<file path="src/rtl/core/pngsd_pkg.sv">
// shared types, constants and checksum helpers of the stored-deflate png encoder
`timescale 1ns / 1ps

package pngsd_pkg;

	localparam int DimW = 13;
	localparam int RawW = 27;
	localparam logic [DimW-1:0] MaxDimension = 13'd4096;
	localparam logic [15:0] StoredBlockMax = 16'd65535;
	localparam logic [16:0] AdlerMod = 17'd65521;
	localparam logic [31:0] CrcPoly = 32'hedb88320;
	localparam logic [31:0] CrcInit = 32'hffffffff;
	localparam logic [DimW-1:0] WidthReset = 13'd256;
	localparam logic [DimW-1:0] HeightReset = 13'd224;

	localparam logic CmdStart = 1'b0;
	localparam logic CmdPixel = 1'b1;

	localparam logic RegWidth = 1'b0;
	localparam logic RegHeight = 1'b1;

	typedef struct packed {
		logic        command;
		logic [23:0] pixel_rgb;
	} in_item_t;

	typedef struct packed {
		logic [7:0] out_byte;
		logic       last_of_run;
		logic       end_of_image;
	} out_item_t;

	typedef struct packed {
		logic frame_active;
		logic busy;
	} back_status_t;

	function automatic logic [31:0] crc_byte(input logic [31:0] c, input logic [7:0] b);
		logic [31:0] x;
		x = c ^ {24'd0, b};
		for (int i = 0; i < 8; i++) begin
			x = (x >> 1) ^ (CrcPoly & {32{x[0]}});
		end
		return x;
	endfunction

	function automatic logic [DimW-1:0] eff_dim(input logic [DimW-1:0] d);
		if (d == '0) begin
			return 13'd1;
		end else if (d > MaxDimension) begin
			return MaxDimension;
		end
		return d;
	endfunction

	function automatic logic [7:0] be_byte(input logic [31:0] w, input logic [1:0] s);
		logic [7:0] r;
		case (s)
			2'd0: r = w[31:24];
			2'd1: r = w[23:16];
			2'd2: r = w[15:8];
			default: r = w[7:0];
		endcase
		return r;
	endfunction

endpackage

</file>
<file path="src/rtl/core/pngsd_queue.sv">
// front: two-entry command queue between the input channel and the byte sequencer
`timescale 1ns / 1ps

module pngsd_queue
	import pngsd_pkg::*;
(
	input  logic     clk,
	input  logic     arst_n,
	input  logic     in_valid,
	output logic     in_stall,
	input  in_item_t in_data,
	output logic     item_valid,
	output in_item_t item,
	input  logic     item_pop
);

	in_item_t   mem_q [2];
	logic       wr_ptr_q;
	logic       rd_ptr_q;
	logic [1:0] count_q;
	logic       push;

	assign in_stall   = (count_q == 2'd2);
	assign push       = in_valid && !in_stall;
	assign item_valid = (count_q != 2'd0);
	assign item       = mem_q[rd_ptr_q];

	always_ff @(posedge clk) begin
		if (push) begin
			mem_q[wr_ptr_q] <= in_data;
		end
	end

	always_ff @(posedge clk or negedge arst_n) begin
		if (!arst_n) begin
			wr_ptr_q <= 1'b0;
			rd_ptr_q <= 1'b0;
			count_q  <= 2'd0;
		end else begin
			if (push) begin
				wr_ptr_q <= !wr_ptr_q;
			end
			if (item_pop) begin
				rd_ptr_q <= !rd_ptr_q;
			end
			case ({push, item_pop})
				2'b10: count_q <= count_q + 2'd1;
				2'b01: count_q <= count_q - 2'd1;
				default: count_q <= count_q;
			endcase
		end
	end

endmodule

</file>
<file path="src/rtl/core/pngsd_back.sv">
// back: byte sequencer with crc-32, adler-32 and stored block framing
`timescale 1ns / 1ps

module pngsd_back
	import pngsd_pkg::*;
(
	input  logic             clk,
	input  logic             arst_n,
	input  logic             item_valid,
	input  in_item_t         item,
	output logic             item_pop,
	input  logic [DimW-1:0]  width,
	input  logic [DimW-1:0]  height,
	output logic             out_valid,
	input  logic             out_stall,
	output out_item_t        out_data,
	output back_status_t     status
);

	typedef enum logic [3:0] {
		ST_IDLE  = 4'b0001,
		ST_START = 4'b0010,
		ST_PIX   = 4'b0100,
		ST_TRAIL = 4'b1000
	} state_t;

	state_t          state_q;
	logic [5:0]      idx_q;
	logic [2:0]      rsel_q;
	logic [2:0]      hdr_q;
	logic [23:0]     rgb_q;
	logic            frame_q;
	logic [DimW-1:0] col_q;
	logic [DimW-1:0] row_q;
	logic [15:0]     blk_left_q;
	logic [RawW-1:0] raw_left_q;
	logic [RawW-1:0] raw_q;
	logic [15:0]     blocks_q;
	logic [31:0]     len_q;
	logic [15:0]     adl_lo_q;
	logic [15:0]     adl_hi_q;
	logic [31:0]     crc_q;
	logic [31:0]     hcrc_q;
	logic            out_valid_q;
	out_item_t       out_data_q;

	logic            can_emit;
	logic            fire;
	logic [7:0]      cur;
	logic            last;
	logic            eoi;
	logic            in_hdr;
	logic [15:0]     blk;
	logic [15:0]     inv;
	logic            final_blk;
	logic [7:0]      raw_byte;
	logic [DimW-1:0] col_inc;
	logic            wrap;
	logic [DimW-1:0] row_next;
	logic            pix_end;
	logic [16:0]     lo_s;
	logic [15:0]     lo_n;
	logic [16:0]     hi_s;
	logic [15:0]     hi_n;
	logic [27:0]     raw_prod;
	logic [16:0]     dsum;
	logic            dge;
	logic [16:0]     drem;
	logic [15:0]     blocks_n;
	logic [31:0]     len_n;
	logic [31:0]     wide_w;
	logic [31:0]     wide_h;

	assign can_emit = !out_valid_q || !out_stall;
	assign fire     = (state_q != ST_IDLE) && can_emit;
	assign item_pop = (state_q == ST_IDLE) && item_valid;

	assign wide_w   = {19'd0, width};
	assign wide_h   = {19'd0, height};
	assign raw_prod = ({2'b00, width, 2'b00} + 15'd1) * height;

	// ceil(raw / 65535) without a divider
	assign dsum     = {6'd0, raw_q[26:16]} + {1'b0, raw_q[15:0]};
	assign dge      = dsum >= {1'b0, StoredBlockMax};
	assign drem     = dge ? dsum - {1'b0, StoredBlockMax} : dsum;
	assign blocks_n = {5'd0, raw_q[26:16]} + {15'd0, dge} + {15'd0, (drem != 17'd0)};
	assign len_n    = 32'd6 + {5'd0, raw_q} + {14'd0, blocks_n, 2'b00} + {16'd0, blocks_q};

	assign blk       = (raw_left_q < {11'd0, StoredBlockMax}) ? raw_left_q[15:0] : StoredBlockMax;
	assign final_blk = ({11'd0, blk} == raw_left_q);
	assign inv       = ~blk;
	assign in_hdr    = (blk_left_q == 16'd0);

	assign col_inc  = col_q + 13'd1;
	assign wrap     = col_inc >= width;
	assign row_next = wrap ? row_q + 13'd1 : row_q;
	assign pix_end  = (row_next >= height) || (raw_left_q == 27'd1);

	assign lo_s = {1'b0, adl_lo_q} + {9'd0, raw_byte};
	assign lo_n = (lo_s >= AdlerMod) ? 16'(lo_s - AdlerMod) : lo_s[15:0];
	assign hi_s = {1'b0, adl_hi_q} + {1'b0, lo_n};
	assign hi_n = (hi_s >= AdlerMod) ? 16'(hi_s - AdlerMod) : hi_s[15:0];

	always_comb begin
		case (rsel_q)
			3'd0: raw_byte = 8'h00;
			3'd1: raw_byte = rgb_q[23:16];
			3'd2: raw_byte = rgb_q[15:8];
			3'd3: raw_byte = rgb_q[7:0];
			default: raw_byte = 8'hff;
		endcase
	end

	always_comb begin
		cur  = 8'h00;
		last = 1'b0;
		eoi  = 1'b0;
		case (state_q)
			ST_START: begin
				if (idx_q < 6'd8) begin
					case (idx_q[2:0])
						3'd0: cur = 8'h89;
						3'd1: cur = 8'h50;
						3'd2: cur = 8'h4e;
						3'd3: cur = 8'h47;
						3'd4: cur = 8'h0d;
						3'd5: cur = 8'h0a;
						3'd6: cur = 8'h1a;
						default: cur = 8'h0a;
					endcase
				end else if (idx_q < 6'd12) begin
					cur = be_byte(32'd13, 2'(idx_q - 6'd8));
				end else if (idx_q < 6'd16) begin
					cur = be_byte(32'h49484452, 2'(idx_q - 6'd12));
				end else if (idx_q < 6'd20) begin
					cur = be_byte(wide_w, 2'(idx_q - 6'd16));
				end else if (idx_q < 6'd24) begin
					cur = be_byte(wide_h, 2'(idx_q - 6'd20));
				end else if (idx_q == 6'd24) begin
					cur = 8'd8;
				end else if (idx_q == 6'd25) begin
					cur = 8'd6;
				end else if (idx_q < 6'd29) begin
					cur = 8'h00;
				end else if (idx_q < 6'd33) begin
					cur = be_byte(~hcrc_q, 2'(idx_q - 6'd29));
				end else if (idx_q < 6'd37) begin
					cur = be_byte(len_q, 2'(idx_q - 6'd33));
				end else if (idx_q < 6'd41) begin
					cur = be_byte(32'h49444154, 2'(idx_q - 6'd37));
				end else if (idx_q == 6'd41) begin
					cur = 8'h78;
				end else begin
					cur  = 8'h01;
					last = 1'b1;
				end
			end
			ST_PIX: begin
				if (in_hdr) begin
					case (hdr_q)
						3'd0: cur = {7'd0, final_blk};
						3'd1: cur = blk[7:0];
						3'd2: cur = blk[15:8];
						3'd3: cur = inv[7:0];
						default: cur = inv[15:8];
					endcase
				end else begin
					cur  = raw_byte;
					last = (rsel_q == 3'd4) && !pix_end;
				end
			end
			ST_TRAIL: begin
				if (idx_q < 6'd4) begin
					cur = be_byte({adl_hi_q, adl_lo_q}, idx_q[1:0]);
				end else if (idx_q < 6'd8) begin
					cur = be_byte(~crc_q, idx_q[1:0]);
				end else if (idx_q < 6'd12) begin
					cur = 8'h00;
				end else if (idx_q < 6'd16) begin
					cur = be_byte(32'h49454e44, idx_q[1:0]);
				end else begin
					cur  = be_byte(32'hae426082, idx_q[1:0]);
					last = (idx_q == 6'd19);
					eoi  = (idx_q == 6'd19);
				end
			end
			default: cur = 8'h00;
		endcase
	end

	always_ff @(posedge clk) begin
		if (fire) begin
			out_data_q <= '{out_byte: cur, last_of_run: last, end_of_image: eoi};
		end
		if (item_pop) begin
			rgb_q <= item.pixel_rgb;
			if (item.command == CmdStart) begin
				raw_q <= raw_prod[RawW-1:0];
			end
		end
		if (fire && state_q == ST_START) begin
			if (idx_q == 6'd1) begin
				blocks_q <= blocks_n;
			end
			if (idx_q == 6'd2) begin
				len_q <= len_n;
			end
		end
	end

	always_ff @(posedge clk or negedge arst_n) begin
		if (!arst_n) begin
			state_q     <= ST_IDLE;
			idx_q       <= 6'd0;
			rsel_q      <= 3'd0;
			hdr_q       <= 3'd0;
			frame_q     <= 1'b0;
			col_q       <= '0;
			row_q       <= '0;
			blk_left_q  <= 16'd0;
			raw_left_q  <= '0;
			adl_lo_q    <= 16'd1;
			adl_hi_q    <= 16'd0;
			crc_q       <= CrcInit;
			hcrc_q      <= CrcInit;
			out_valid_q <= 1'b0;
		end else begin
			if (fire) begin
				out_valid_q <= 1'b1;
			end else if (!out_stall) begin
				out_valid_q <= 1'b0;
			end
			case (state_q)
				ST_IDLE: begin
					if (item_pop) begin
						if (item.command == CmdStart) begin
							state_q    <= ST_START;
							idx_q      <= 6'd0;
							frame_q    <= 1'b1;
							col_q      <= '0;
							row_q      <= '0;
							blk_left_q <= 16'd0;
							raw_left_q <= raw_prod[RawW-1:0];
							adl_lo_q   <= 16'd1;
							adl_hi_q   <= 16'd0;
							crc_q      <= CrcInit;
							hcrc_q     <= CrcInit;
						end else if (frame_q) begin
							state_q <= ST_PIX;
							rsel_q  <= (col_q == '0) ? 3'd0 : 3'd1;
							hdr_q   <= 3'd0;
						end
					end
				end
				ST_START: begin
					if (fire) begin
						if (idx_q >= 6'd12 && idx_q < 6'd29) begin
							hcrc_q <= crc_byte(hcrc_q, cur);
						end
						if (idx_q >= 6'd37) begin
							crc_q <= crc_byte(crc_q, cur);
						end
						if (last) begin
							state_q <= ST_IDLE;
							idx_q   <= 6'd0;
						end else begin
							idx_q <= idx_q + 6'd1;
						end
					end
				end
				ST_PIX: begin
					if (fire) begin
						crc_q <= crc_byte(crc_q, cur);
						if (in_hdr) begin
							if (hdr_q == 3'd4) begin
								blk_left_q <= blk;
								hdr_q      <= 3'd0;
							end else begin
								hdr_q <= hdr_q + 3'd1;
							end
						end else begin
							adl_lo_q   <= lo_n;
							adl_hi_q   <= hi_n;
							blk_left_q <= blk_left_q - 16'd1;
							raw_left_q <= raw_left_q - 27'd1;
							rsel_q     <= rsel_q + 3'd1;
							if (rsel_q == 3'd4) begin
								col_q <= wrap ? '0 : col_inc;
								row_q <= row_next;
								if (pix_end) begin
									state_q <= ST_TRAIL;
									idx_q   <= 6'd0;
								end else begin
									state_q <= ST_IDLE;
								end
							end
						end
					end
				end
				ST_TRAIL: begin
					if (fire) begin
						if (idx_q < 6'd4) begin
							crc_q <= crc_byte(crc_q, cur);
						end
						if (eoi) begin
							state_q    <= ST_IDLE;
							idx_q      <= 6'd0;
							frame_q    <= 1'b0;
							col_q      <= '0;
							row_q      <= '0;
							blk_left_q <= 16'd0;
							raw_left_q <= '0;
						end else begin
							idx_q <= idx_q + 6'd1;
						end
					end
				end
				default: state_q <= ST_IDLE;
			endcase
		end
	end

	assign out_valid = out_valid_q;
	assign out_data  = out_data_q;
	assign status    = '{frame_active: frame_q, busy: (state_q != ST_IDLE)};

endmodule

</file>
<file path="src/rtl/core/png_stored_deflate_encoder.sv">
// top level of the stored-deflate png encoder with its register port
// usage:
// in channel: one beat per command; command 0 starts an image and emits the
//   signature, IHDR, IDAT length and zlib header (43 bytes); command 1 carries
//   one RGB pixel and emits 4 to 10 bytes (filter byte, block header, RGBA),
//   plus 20 trailer bytes (adler-32, IDAT crc, IEND) on the last pixel
// out channel: one byte per beat; last_of_run marks the last byte of a command,
//   end_of_image the last byte of the file
// throughput: one byte per cycle through the single byte-wide output register while
//   out_stall does not hold it; the sequencer pops a command only while idle, so a
//   new command is taken only after every byte of the last one has been sequenced
// a command's first byte passes the queue, the sequencer state and the output register
// a two-beat queue decouples input from the sequencer; in_stall rises when full
// out_stall holds the output register and then the sequencer; nothing is lost
// pixels sent with no image open produce no bytes
// registers: width at 0x0, height at 0x4; writes while an image is open are
//   dropped; reads give the value as written, the encoder uses 0 as 1 and caps at 4096
// reset: no image open, size 256 x 224, queue empty
`timescale 1ns / 1ps

module png_stored_deflate_encoder
	import pngsd_pkg::*;
(
	input  logic        clk,
	input  logic        arst_n,
	input  logic        in_valid,
	output logic        in_stall,
	input  in_item_t    in_data,
	output logic        out_valid,
	input  logic        out_stall,
	output out_item_t   out_data,
	input  logic        psel,
	input  logic        penable,
	input  logic        pwrite,
	input  logic [2:0]  paddr,
	input  logic [31:0] pwdata,
	output logic [31:0] prdata,
	output logic        pready
);

	logic [DimW-1:0] width_q;
	logic [DimW-1:0] height_q;
	logic            cfg_wr;
	logic            item_valid;
	in_item_t        item;
	logic            item_pop;
	back_status_t    status;

	assign pready = 1'b1;
	assign cfg_wr = psel && penable && pwrite;
	assign prdata = (paddr[2] == RegHeight) ? {19'd0, height_q} : {19'd0, width_q};

	always_ff @(posedge clk or negedge arst_n) begin
		if (!arst_n) begin
			width_q  <= WidthReset;
			height_q <= HeightReset;
		end else if (cfg_wr && !status.frame_active) begin
			if (paddr[2] == RegWidth) begin
				width_q <= pwdata[DimW-1:0];
			end else begin
				height_q <= pwdata[DimW-1:0];
			end
		end
	end

	pngsd_queue u_queue (
		.clk        (clk),
		.arst_n     (arst_n),
		.in_valid   (in_valid),
		.in_stall   (in_stall),
		.in_data    (in_data),
		.item_valid (item_valid),
		.item       (item),
		.item_pop   (item_pop)
	);

	pngsd_back u_back (
		.clk        (clk),
		.arst_n     (arst_n),
		.item_valid (item_valid),
		.item       (item),
		.item_pop   (item_pop),
		.width      (eff_dim(width_q)),
		.height     (eff_dim(height_q)),
		.out_valid  (out_valid),
		.out_stall  (out_stall),
		.out_data   (out_data),
		.status     (status)
	);

	a_eoi_is_last: assert property (@(posedge clk) disable iff (!arst_n)
		out_valid && out_data.end_of_image |-> out_data.last_of_run)
		else $error("end of image without last of run");

	a_cfg_locked: assert property (@(posedge clk) disable iff (!arst_n)
		cfg_wr && status.frame_active |=> $stable(width_q) && $stable(height_q))
		else $error("size changed while an image is open");

	a_pop_idle: assert property (@(posedge clk) disable iff (!arst_n)
		item_pop |-> item_valid && !status.busy)
		else $error("queue popped while sequencer busy");

endmodule
</file>
<file path="config.mk">
export PLATFORM = sky130hd
export DESIGN_NAME = png_stored_deflate_encoder
export DESIGN_NICKNAME = d
export VERILOG_FILES = /design/src/rtl/core/pngsd_pkg.sv /design/src/rtl/core/pngsd_queue.sv /design/src/rtl/core/pngsd_back.sv /design/src/rtl/core/png_stored_deflate_encoder.sv
export SDC_FILE = /design/constraint.sdc
export NUM_CORES = 1
export LEC_CHECK = 0
export BUFFER_PORTS_ARGS = -buffer_cell sky130_fd_sc_hd__buf_2
export CAP_MARGIN = 20
export CORE_MARGIN = 2
export CORE_UTILIZATION = 58
export CTS_BUF_LIST = sky130_fd_sc_hd__clkbuf_16
export DETAILED_ROUTE_END_ITERATION = 8
export PLACE_DENSITY = 0.87
export SYNTH_ARGS = -nofsm -noshare
export SYNTH_HDL_FRONTEND = slang
export SYNTH_SLANG_ARGS = --single-unit
</file>
<file path="constraint.sdc">
create_clock -name clk -period 8.35 [get_ports clk]
set_input_delay 2.505 -clock clk [delete_from_list [all_inputs] [get_ports clk]]
set_output_delay 2.505 -clock clk [all_outputs]
set_load 0.02 [all_outputs]
</file>
==> Yosys cells after proc, flatten, opt, wreduce, memory -nomap -nowiden <==
Memories as Yosys holds them, arrays and structs flattened.
Cells that the tools add are included.
{ "op_classes": {"n_addsub": 28, "multipliers": 1, "n_div": 0, "order_cmp": 20, "n_eq_ne": 64, "shifts": 0, "muxes": 161, "bitwise": 23, "n_reduce_logical": 60} }
{ "ops": {"columns": ["operator", "count"], "rows": [
  ["$xor 31x32->32", 16],
  ["$mux 32", 9],
  ["$mux 16", 16],
  ["$mux 13", 19],
  ["$mux 27", 6],
  ["$pmux 8 s3", 6],
  ["$mux 8", 16],
  ["$pmux 32 s4", 1],
  ["$pmux 27 s3", 1],
  ["$pmux 13 s3", 2],
  ["$not 32->32", 2],
  ["$pmux 16 s2", 2],
  ["$pmux 32 s2", 1],
  ["$pmux 8 s4", 2],
  ["$xor 32x8->32", 2],
  ["$mux 6", 10],
  ["$ge 17x16->1 const B", 3],
  ["$mux 4", 12],
  ["$pmux 16 s3", 1],
  ["$pmux 8 s6", 1],
  ["$logic_not 13->1", 3],
  ["$mux 3", 11],
  ["$add 32x16->32", 1],
  ["$add 32x18->32", 1],
  ["77 further kinds", 213]
]} }
{ "totals": {"ff_bits": 322, "latch_bits": 0, "ramBits": 50, "mem_bits_ro": 0, "wordCells": 384, "n_memories": 1} }
{ "memory_table": {"columns": ["memory", "depth", "word_bits", "read_ports", "rd_ports_with_merged_regs", "wr", "line_no", "rtl"], "rows": [
  ["u_queue.mem_q", 2, 25, 1, 0, 1, "pngsd_queue.sv:17", "in_item_t mem_q [2];"]
]} }

==> Depth between registers and ports, before layout <==
Gate-level depths: netlist (run 1).
{ "depth": {"ltp_word": 27, "depth_mapped": 40, "depth_no_buf": 40} }

==> By module <==
Synthesis (run 1) repeated with hierarchy kept, for this count alone.
{ "unflattened": {"hier_cells": 3433, "area_unflattened_um2": 31383.8} }
{ "modules_own_cells": {"columns": ["mod", "instances", "cells_each", "area_per_inst_um2", "seq_area_each_um2"], "rows": [
  ["pngsd_back", 1, 3208, 27735.4, 7754.9],
  ["pngsd_queue", 1, 95, 2095.8, 1601.5],
  ["png_stored_deflate_encoder", 1, 130, 1552.7, 655.6]
]} }

==> Least setup slack after synthesis (run 1) <==
No wires, ideal clock.
{ "synth_timing": {"kind": "register to register", "startpoint": "register u_back.raw_q[17]", "endpoint": "register u_back.len_q[22] (data pin)", "t_arrival_ns": 7.697, "required_time_ns": 8.088, "path_slack_ns": 0.391, "stages_incl_launch_ff": 41, "n_path_buf": 1, "cell_sequence": "edfxtp_1 -> clkbuf_1 -> inv_1 -> fa_1 -> nor2b_1 -> o21ai_0 -> a21boi_0 -> o21a_1 -> o31ai_1 -> xor2_1 -> nor4b_1 -> nand2_1 -> nor2_1 -> and3_1 -> ha_1 -> nor2_1 -> o2111ai_1 -> a221oi_1 -> [... 5 more ...] -> o21ai_0 -> o21ai_0 -> a22oi_1 -> nand2b_1 -> xnor2_1 -> fa_1 -> ha_1 -> a21o_1 -> a21o_1 -> a21o_1 -> a21oi_1 -> o21ai_0 -> a211oi_1 -> o21bai_1 -> a21oi_1 -> nor2_1 -> o21ai_0 -> xnor2_1"} }
{ "synth_between": {"elab_chain_cells": 7} }
{ "synth_rtl": {"columns": ["element", "line_no", "rtl"], "rows": [
  ["start: declaration", "pngsd_back.sv:37", "logic [RawW-1:0] raw_q;"],
  ["start signal: assignment", "pngsd_back.sv:198", "raw_q <= raw_prod[RawW-1:0];"],
  ["branches (longest 4 deep; another with $add 11x16->17)", null, null],
  ["$add 16x1->16 (*)", "pngsd_back.sv:86", "assign blocks_n = {5'd0, raw_q[26:16]} + {15'd0, dge} + {15'd0, (drem != 17'd0)};"],
  ["net u_back.blocks_n[6]", "pngsd_back.sv:69", "logic [15:0] blocks_n;"],
  ["$add 32x18->32 (*)", "pngsd_back.sv:87", "assign len_n = 32'd6 + {5'd0, raw_q} + {14'd0, blocks_n, 2'b00} + {16'd0, blocks_q};"],
  ["$add 32x16->32 (*)", "pngsd_back.sv:87", null],
  ["net u_back.len_n[22]", "pngsd_back.sv:70", "logic [31:0] len_n;"],
  ["end signal: assignment", "pngsd_back.sv:206", "len_q <= len_n;"],
  ["end: declaration", "pngsd_back.sv:39", "logic [31:0] len_q;"]
]} }
Mark *: on every way through the listed nets, which the timed path passes.
A chain may end at the register's enable or synchronous reset.

==> Worst setup path in the final report (run 1) <==
{ "layout_timing": {"startpoint": "register u_back.rsel_q[0]", "endpoint": "register u_back.adl_hi_q[14]"} }
{ "layout_between": {"elab_chain_cells": 11} }
{ "layout_rtl": {"columns": ["element", "line_no", "rtl"], "rows": [
  ["start: declaration", "pngsd_back.sv:29", "logic [2:0] rsel_q;"],
  ["start signal: assignment", "pngsd_back.sv:250", "rsel_q <= (col_q == '0) ? 3'd0 : 3'd1;"],
  ["start signal: assignment", "pngsd_back.sv:286", "rsel_q <= rsel_q + 3'd1;"],
  ["$eq 3x2->1 (tied with other cells)", "pngsd_back.sv:105", "case (rsel_q)"],
  ["$pmux 8 s4 (*)", "pngsd_back.sv:105", null],
  ["$add 16x8->17 (*)", "pngsd_back.sv:99", "assign lo_s = {1'b0, adl_lo_q} + {9'd0, raw_byte};"],
  ["$sub 16x16->16 / $ge 17x16->1 (equally long branches)", "pngsd_back.sv:100", "assign lo_n = (lo_s >= AdlerMod) ? 16'(lo_s - AdlerMod) : lo_s[15:0];"],
  ["$mux 16 (*)", "pngsd_back.sv:100", null],
  ["$add 16x16->17 (*)", "pngsd_back.sv:101", "assign hi_s = {1'b0, adl_hi_q} + {1'b0, lo_n};"],
  ["$sub 16x16->16 / $ge 17x16->1 (equally long branches)", "pngsd_back.sv:102", "assign hi_n = (hi_s >= AdlerMod) ? 16'(hi_s - AdlerMod) : hi_s[15:0];"],
  ["$mux 16 (*)", "pngsd_back.sv:102", null],
  ["$mux 16 (*)", "pngsd_back.sv:274", "if (in_hdr) begin"],
  ["$mux 16 (*)", "pngsd_back.sv:272", "if (fire) begin"],
  ["$pmux 16 s2 (*)", "pngsd_back.sv:233", "case (state_q)"],
  ["end signal: assignment", "pngsd_back.sv:283", "adl_hi_q <= hi_n;"],
  ["end: declaration", "pngsd_back.sv:41", "logic [15:0] adl_hi_q;"]
]} }
Mark *: on every way between the ends. The rest lies on a longest branch, timed or not. The select of a mux whose other input is x is not followed.

==> results of run 1 <==
registers in the layout, indices dropped and copies added, names as in the netlist, 2 cells and up:
register / count
u_back.blk_left_q: 16
u_back.rgb_q: 24
height_q: 13
u_back.raw_left_q: 27
u_back.rsel_q: 3
u_back.len_q: 29
u_back.raw_q: 27
u_back.hcrc_q: 32
width_q: 13
u_back.col_q: 13
u_queue.mem_q: 50
u_back.state_q: 4
u_queue.count_q: 2
u_back.idx_q: 6
u_back.adl_lo_q: 16
u_back.blocks_q: 13
u_back.hdr_q: 3
u_back.row_q: 13
u_back.adl_hi_q: 16
u_back.crc_q: 32
u_back.out_data: 10
how the worst max path moves through the flow:
| stage | from | end | slack [ns] | depth (start not counted) |
|---|---|---|---|---|
| after CTS | u_back.rsel_q[0]$_DFFE_PN0P_ | u_back.adl_hi_q[14]$_DFFE_PN0P_ | 0.04 | 33 |
| after detailed placement | u_back.raw_q[0]$_DFFE_PP_ | u_back.len_q[22]$_DFFE_PP_ | -0.03 | 40 |
| final | u_back.rsel_q[0]$_DFFE_PN0P_ | u_back.adl_hi_q[14]$_DFFE_PN0P_ | 0.22 | 29 |
| after global routing | u_back.rsel_q[0]$_DFFE_PN0P_ | u_back.adl_hi_q[14]$_DFFE_PN0P_ | -0.10 | 29 |
| after floorplan | u_back.raw_q[17]$_DFFE_PP_ | u_back.len_q[22]$_DFFE_PP_ | 0.39 | 40 |
| after global placement | u_back.raw_q[0]$_DFFE_PP_ | u_back.len_q[22]$_DFFE_PP_ | -0.02 | 40 |
repair_timing:
| action | CTS | global route |
|---|---|---|
| pin swaps | 0 | 24 |
| buffers inserted | 0 | 5 |
| setup endpoints to repair | 7 | 32 |
| resized for setup | 2 | 40 |
metrics by stage:
stage | worst slack (ns) | hold slack, ns | instance area (sq um)
final | 0.219 | 0.516 | 33900
after detailed placement | -0.0271 | 0.504 | 32300
after floorplan | 0.391 | 0.461 | 31200
after global placement | -0.0162 | 0.490 | 32300
after CTS | 0.0351 | 0.517 | 33700
after global routing | -0.102 | 0.536 | 33900
synthesized netlist by cell type, drive strengths merged (32+ instances only):
library cell  number  share of area, %
nand4             34              0.68
o21ai            199               3.2
nor3              86               1.4
xnor2            206               6.1
and3              32              0.64
nor2             224               2.7
a21o              34              0.82
ha               192               7.7
fa               145               9.3
dfrtp            143                12
clkbuf           130               1.6
nand2            347               4.2
xor2              99               3.1
edfxtp           153                15
o22a              34              0.96
nand3             63               1.1
inv              291               3.5
buf               54               1.0
dfstp             70               5.9
a21oi            180               2.9
nand2b            40              0.80
mux2              70               2.5
nor2b             48              0.97
worst max-delay path: cells and delay by family, from the launching register on:
kind	cells	cell delay, ns
and+or+nand+nor	5	1.18
DFF	1	0.45
buffers and inverters	4	0.65
adders and majority gates	4	1.34
AOI/OAI and AO/OA	13	3.60
xor gates and xnor gates	3	0.75
kinds of logic after synthesis:
kind of cell	synth area share, %
fa+ha+maj	17.1
simple gates	15.5
compound gates	16.7
flops	32.2
other cells	0.0242
xor+xnor	9.37
buf+inv	6.13
mux	2.92
per-layer routing:
metal | vias up | wire [um] | part of all wire [%]
met2 | 1635 | 40800 | 46
li1 | 11800 | - | -
met5 | - | 45 | 0.051
met4 | 4 | 4740 | 5.4
met1 | 12800 | 33200 | 38
met3 | 384 | 9510 | 11
area by class of cell:
cell class,instances,area [sq um],share of cell area (%)
clock buffer,41,1030,3.02
clock inverter,33,319,0.940
sequential,366,10000,29.5
tap,688,861,2.54
antenna,1,2.50,0.00738
multi-input combinational,2525,19500,57.4
timing repair buffer,170,1140,3.37
inverter,292,1100,3.23
where the power goes:
part | leakage (nW) | total (mW) | switching, mW | internal, mW
Clock | 0.663 | 1.85 | 0.796 | 1.06
Combinational | 9.74 | 11.0 | 6.79 | 4.18
Sequential | 4.06 | 3.23 | 0.556 | 2.67
==> results.md, run 1 <==
* TNS Setup at 0 ns
* Top FF cell, synth: edfxtp_1
* CP max FO at 13
* Total CTS buffers at 41
* Antenna violations before repair at 2
* Fraction of layout cells with a size suffix above 1 at 14.0%
* Post-Route WL at 88300 um
* Core Area at around 0.053 sq mm
* Worst r2r src: u_back.rsel_q[0]$_DFFE_PN0P_
* GRT Max-Usage Layer: met2
* Power Total at approximately 16 mW
* Clock slew seen by the registers of the worst setup and hold paths at roughly 0.060 ns
* Avg WL per Cell at roughly 21 um
* #FFs+latches synth at approximately 370
* GRT Total Usage at between 30% and 40%
* Synthesis Warnings at 0
* Hold path endpoint: u_back.hcrc_q[21]$_DFFE_PN1P_
* Cells after DPL at between 4000 and 5000
* Max incr delay on CP at 0.62 ns
* H-tree Lvls at 2
* CTS tree: done
* Final design utilization at about 64%
* GRT met1 Usage at 40.1%
* Post-Syn Area per Cell at around 9.3 sq um
* Clock root cell: clkbuf_16
* WS Path Type: reg -> reg
* Cell Rows at 84
* Worst reg2reg path endpoint: u_back.adl_hi_q[14]$_DFFE_PN0P_
* Cell Count, Final, Fillers Out at 4116
* Critical path required time at about 8.8 ns
* Filler instances at approximately 4000
* Most common cell after layout, fill and taps aside: nand2_1
* Reg2Reg Setup Slack at around 0.22 ns
* Die span in x at between 200 and 250 um
* Placer Congestion at around 1
* Number of max-cap violations at 0
* First-pass GRT wire length at between 100000 and 150000 um
* Gr ovfl total at 0
* PD cells at 473 mW/mm^2
* Number of flops mapped to enable cells by yosys at between 150 and 200
* Hold Buf Count CTS at 0
* Dpl hpwl at between 60000 and 70000 um
* Post-Synthesis Cells at around 3300
* Hold Crit Class: reg -> reg
* Yosys cell types at between 100 and 150
* Slowest cell on the critical path: a222oi_1
* Slew Viols, Final at 0
* Fraction of registers with async set/reset at just under 60%
* Worst-Margin Slew at roughly 1.2 ns
* Peak VDD IR at ~0.25 mV
* CP dominant cell by count: ha_1
* Pleak at approximately 14 nW
* Vias per cell at about 6.5
* Crit path time final at 8.13 ns
* ANT nets after route at 0
* Endpoint class of the critical path: flop
* CP Launch Type: flop
* Largest net degree at the start of global routing at 79
* Clock sinks at around 370
* Area growth syn-to-layout at 9.12%
* Final Net Count at 3800
* Clock tree buffer depth at 3
* Met2 usage in global routing at between 50% and 60%
* Sequential area share after synthesis at between 30% and 40%
* First DRT Iteration DRCs at roughly 3200
* Die ar. at roughly 0.055 sq mm
* Fmax at between 0.1 and 0.15 GHz
* Worst skew pair latency at around 0.59 ns
* Die Height at 236 um
* Reg2Reg Depth at 29
* Number of global-route vias before repair at ~26000
* Hold Fails Final Rpt at 0
* Final period utilization at 97.4%
* Port bufs at 70
* Met3 Track Usage GR at under 10%
* Commonest non-fill, non-tap cells in the layout: nand2_1 (346), inv_1 (293), nor2_1 (219), xnor2_1 (191), o21ai_0 (190)
* Vias at approximately 27000
* Synth Cell Area at ~0.031 sq mm
* Outcome: finished clean
* Hold path start: u_back.hcrc_q[21]$_DFFE_PN1P_
* Worst slew margin at between 20 and 25%
* Detailed Routing Iterations Pass 1 at 7
* WHS Path Cells at 2
* Final setup violation count at 0
* Starting Density at 58.9%
* Critical Path AT at between 8 and 9 ns
* Max Clock Skew at 0.0265 ns
* I/O Pins at about 110
* Residual DRC count at 0
(Power assumes the default switching activity.)
==> run 2: changes to the inputs <==
--- a/config.mk
+++ b/config.mk
@@ -11,7 +11,8 @@
 export CORE_UTILIZATION = 58
 export CTS_BUF_LIST = sky130_fd_sc_hd__clkbuf_16
 export DETAILED_ROUTE_END_ITERATION = 8
-export PLACE_DENSITY = 0.87
+export PLACE_DENSITY = 0.8
+export RECOVER_POWER = 50
 export SYNTH_ARGS = -nofsm -noshare
 export SYNTH_HDL_FRONTEND = slang
 export SYNTH_SLANG_ARGS = --single-unit
==> run 2 against run 1 <==
Net effect:
- the run now ends with capacitance limit, slew limit left
- clock-buffer cell count up 1
- core utilization down 0.13 points
- combinational power is essentially flat
- cell count shrank 0.15%
- critical path depth rose by 12
- largest cell class unchanged
- highest routed layer unchanged
==> results.md, run 2 (same netlist as run 1, synthesis figures left out) <==
* Antenna violations before repair at 1
* CP Launch Type: flop
* Endpoint class of the critical path: flop
* Peak VDD IR at 0.260 mV
* Starting Density at between 50% and 60%
* Area growth syn-to-layout at 8.90%
* Final setup violation count at 0
* Fraction of layout cells with a size suffix above 1 at approximately an eighth
* Number of global-route vias before repair at ~25000
* GRT Total Usage at between 30% and 40%
* Clock tree buffer depth at 3
* Reg2Reg Setup Slack at around 0.37 ns
* Hold Buf Count CTS at 0
* CP max FO at 5
* Die Height at 236 um
* Total CTS buffers at 42
* Avg WL per Cell at between 20 and 25 um
* Outcome: finished, violations left
* Die span in x at 236 um
* Worst-Margin Slew at ~3.7 ns
* Die ar. at around 0.055 sq mm
* Clock root cell: clkbuf_16
* Fmax at 0.125 GHz
* Biggest register: u_queue.mem_q
* Hold path start: u_queue.wr_ptr_q$_DFFE_PN0P_
* First-pass GRT wire length at around 140000 um
* Top flop regs: u_queue.mem_q: 50 flops, u_back.crc_q: 32 flops, u_back.hcrc_q: 32 flops
* ANT nets after route at 0
* Final Cell Area at 0.0339 sq mm
* Core Area at ~0.053 sq mm
* Cell Count, Final, Fillers Out at around 4100
* Max incr delay on CP at about 0.48 ns
* Worst slew margin at -149%
* Crit path time final at 7.98 ns
* Most common cell after layout, fill and taps aside: nand2_1
* CTS tree: done
* Post-DP Area at approximately 0.032 sq mm
* Number of max-cap violations at 5
* Critical path required time at between 8 and 9 ns
* Largest net degree at the start of global routing at roughly 150
* Vias at about 26000
* PD cells at roughly 470 mW/mm^2
* Cells after DPL at about 4000
* Residual DRC count at 0
* Final period utilization at 95.6%
* Worst skew pair latency at approximately 0.6 ns
* Final Net Count at between 3000 and 4000
* Hold Fails Final Rpt at 0
* Gr ovfl total at 0
* Cell Rows at 84
* Max Clock Skew at between 0.02 and 0.03 ns
* Slowest cell on the critical path: fa_1
* First DRT Iteration DRCs at between 3000 and 4000
* WS Path Type: reg -> reg
* Clock sinks at between 300 and 400
* Slew Viols, Final at 329
* Pleak at 14.3 nW
* Detailed Routing Iterations Pass 1 at 7
* H-tree Lvls at 2
* Failing checks: capacitance limit, slew limit
* Vias per cell at roughly 6.3
* Post-Route WL at 87400 um
* Critical Path Source: u_back.raw_q[16]$_DFFE_PP_
* Clock slew seen by the registers of the worst setup and hold paths at 0.06 ns
* Hold Crit Class: reg -> reg
* Dpl hpwl at approximately 64000 um
* Worst r2r src: u_back.raw_q[16]$_DFFE_PP_
* Critical Path AT at ~8.3 ns
* Placer Congestion at 0.966
* Port bufs at 70
* Commonest non-fill, non-tap cells in the layout: nand2_1 (346), inv_1 (297), nor2_1 (219), xnor2_1 (191), o21ai_0 (190)
* I/O Pins at about 110
* Max reg flops at 50
run 2: cell types whose count changed in the layout (fill, tap and decap cells not counted), moves of 4 or more:
| cell | delta |
|---|---|
| clkbuf_1 | +24 |
| buf_4 | -18 |
| buf_2 | -16 |
| a21oi_2 | -5 |
| clkinv_2 | +5 |
| a21oi_1 | +4 |
| bufinv_16 | -4 |
| inv_1 | +4 |
run 2: repair_timing:
| item | 4_1_cts | 5_1_grt |
|---|---|---|
| setup endpoints to repair | 9 | 28 |
| setup buffers | 0 | 2 |
| pin swaps | 1 | 27 |
| resized for setup | 5 | 58 |
run 2: power by group:
group	switching (mW)	internal (mW)
clock network	0.804	0.960
registers	0.557	2.68
logic	6.71	4.14
run 2: critical path: cells and delay by family (launching register included):
family | cells | cell delay (ns)
AO/OA/AOI/OAI | 14 | 2.51
XOR/XNOR | 2 | 0.36
adder cells (fa/ha/maj) | 7 | 1.95
buffers and inverters | 6 | 0.65
flip-flops | 1 | 0.39
multiplexers | 1 | 0.24
AND/OR/NAND/NOR | 11 | 1.59
run 2: path summary, 6_finish.rpt:
check                                                     to  cells past startpoint
worst max-delay path              u_back.len_q[17]$_DFFE_PP_                     41
worst min-delay path            u_queue.wr_ptr_q$_DFFE_PN0P_                      1
worst max register to register    u_back.len_q[17]$_DFFE_PP_                     41
worst min register to register  u_queue.wr_ptr_q$_DFFE_PN0P_                      1
max in group asynchronous       u_back.rsel_q[2]$_DFFE_PN0P_                      2
min in group asynchronous            height_q[3]$_DFFE_PN0P_                      1
run 2: through the flow:
stage | setup TNS, ns | hold slack [ns] | utilization [%] | setup WS [ns] | power [mW]
2_1_floorplan | 0 | 0.461 | - | 0.391 | 10.7
6_report | 0 | 0.500 | 64.2 | 0.369 | 15.9
3_5_place_dp | -0.389 | 0.497 | 61.2 | -0.0918 | 13.5
4_1_cts | 0 | 0.509 | 63.7 | 0.0239 | 15.4
5_1_grt | -0.0983 | 0.529 | 64.2 | -0.0527 | 16.9
3_3_place_gp | 0 | 0.491 | 61.2 | 0.121 | 13.3
run 2: area by class of cell:
| cell class | count | area, sq um |
|---|---|---|
| tap | 688 | 861 |
| fill | 4270 | 18900 |
| antenna | 1 | 2.50 |
| sequential | 366 | 10000 |
| clock inverter | 35 | 244 |
| timing repair buffer | 161 | 1010 |
| clock buffer | 42 | 1050 |
| multi-input combinational | 2525 | 19600 |
| inverter | 292 | 1100 |
run 2: metal layers:
layer,share of wire [%],vias to the layer above,GRT usage (%),wire [um]
met5,0.010,-,0,9
met2,46,1258,49.5,40100
met4,4.6,2,13.8,3980
li1,-,11800,-,-
met3,8.9,269,5.68,7770
met1,41,12700,42.1,35500
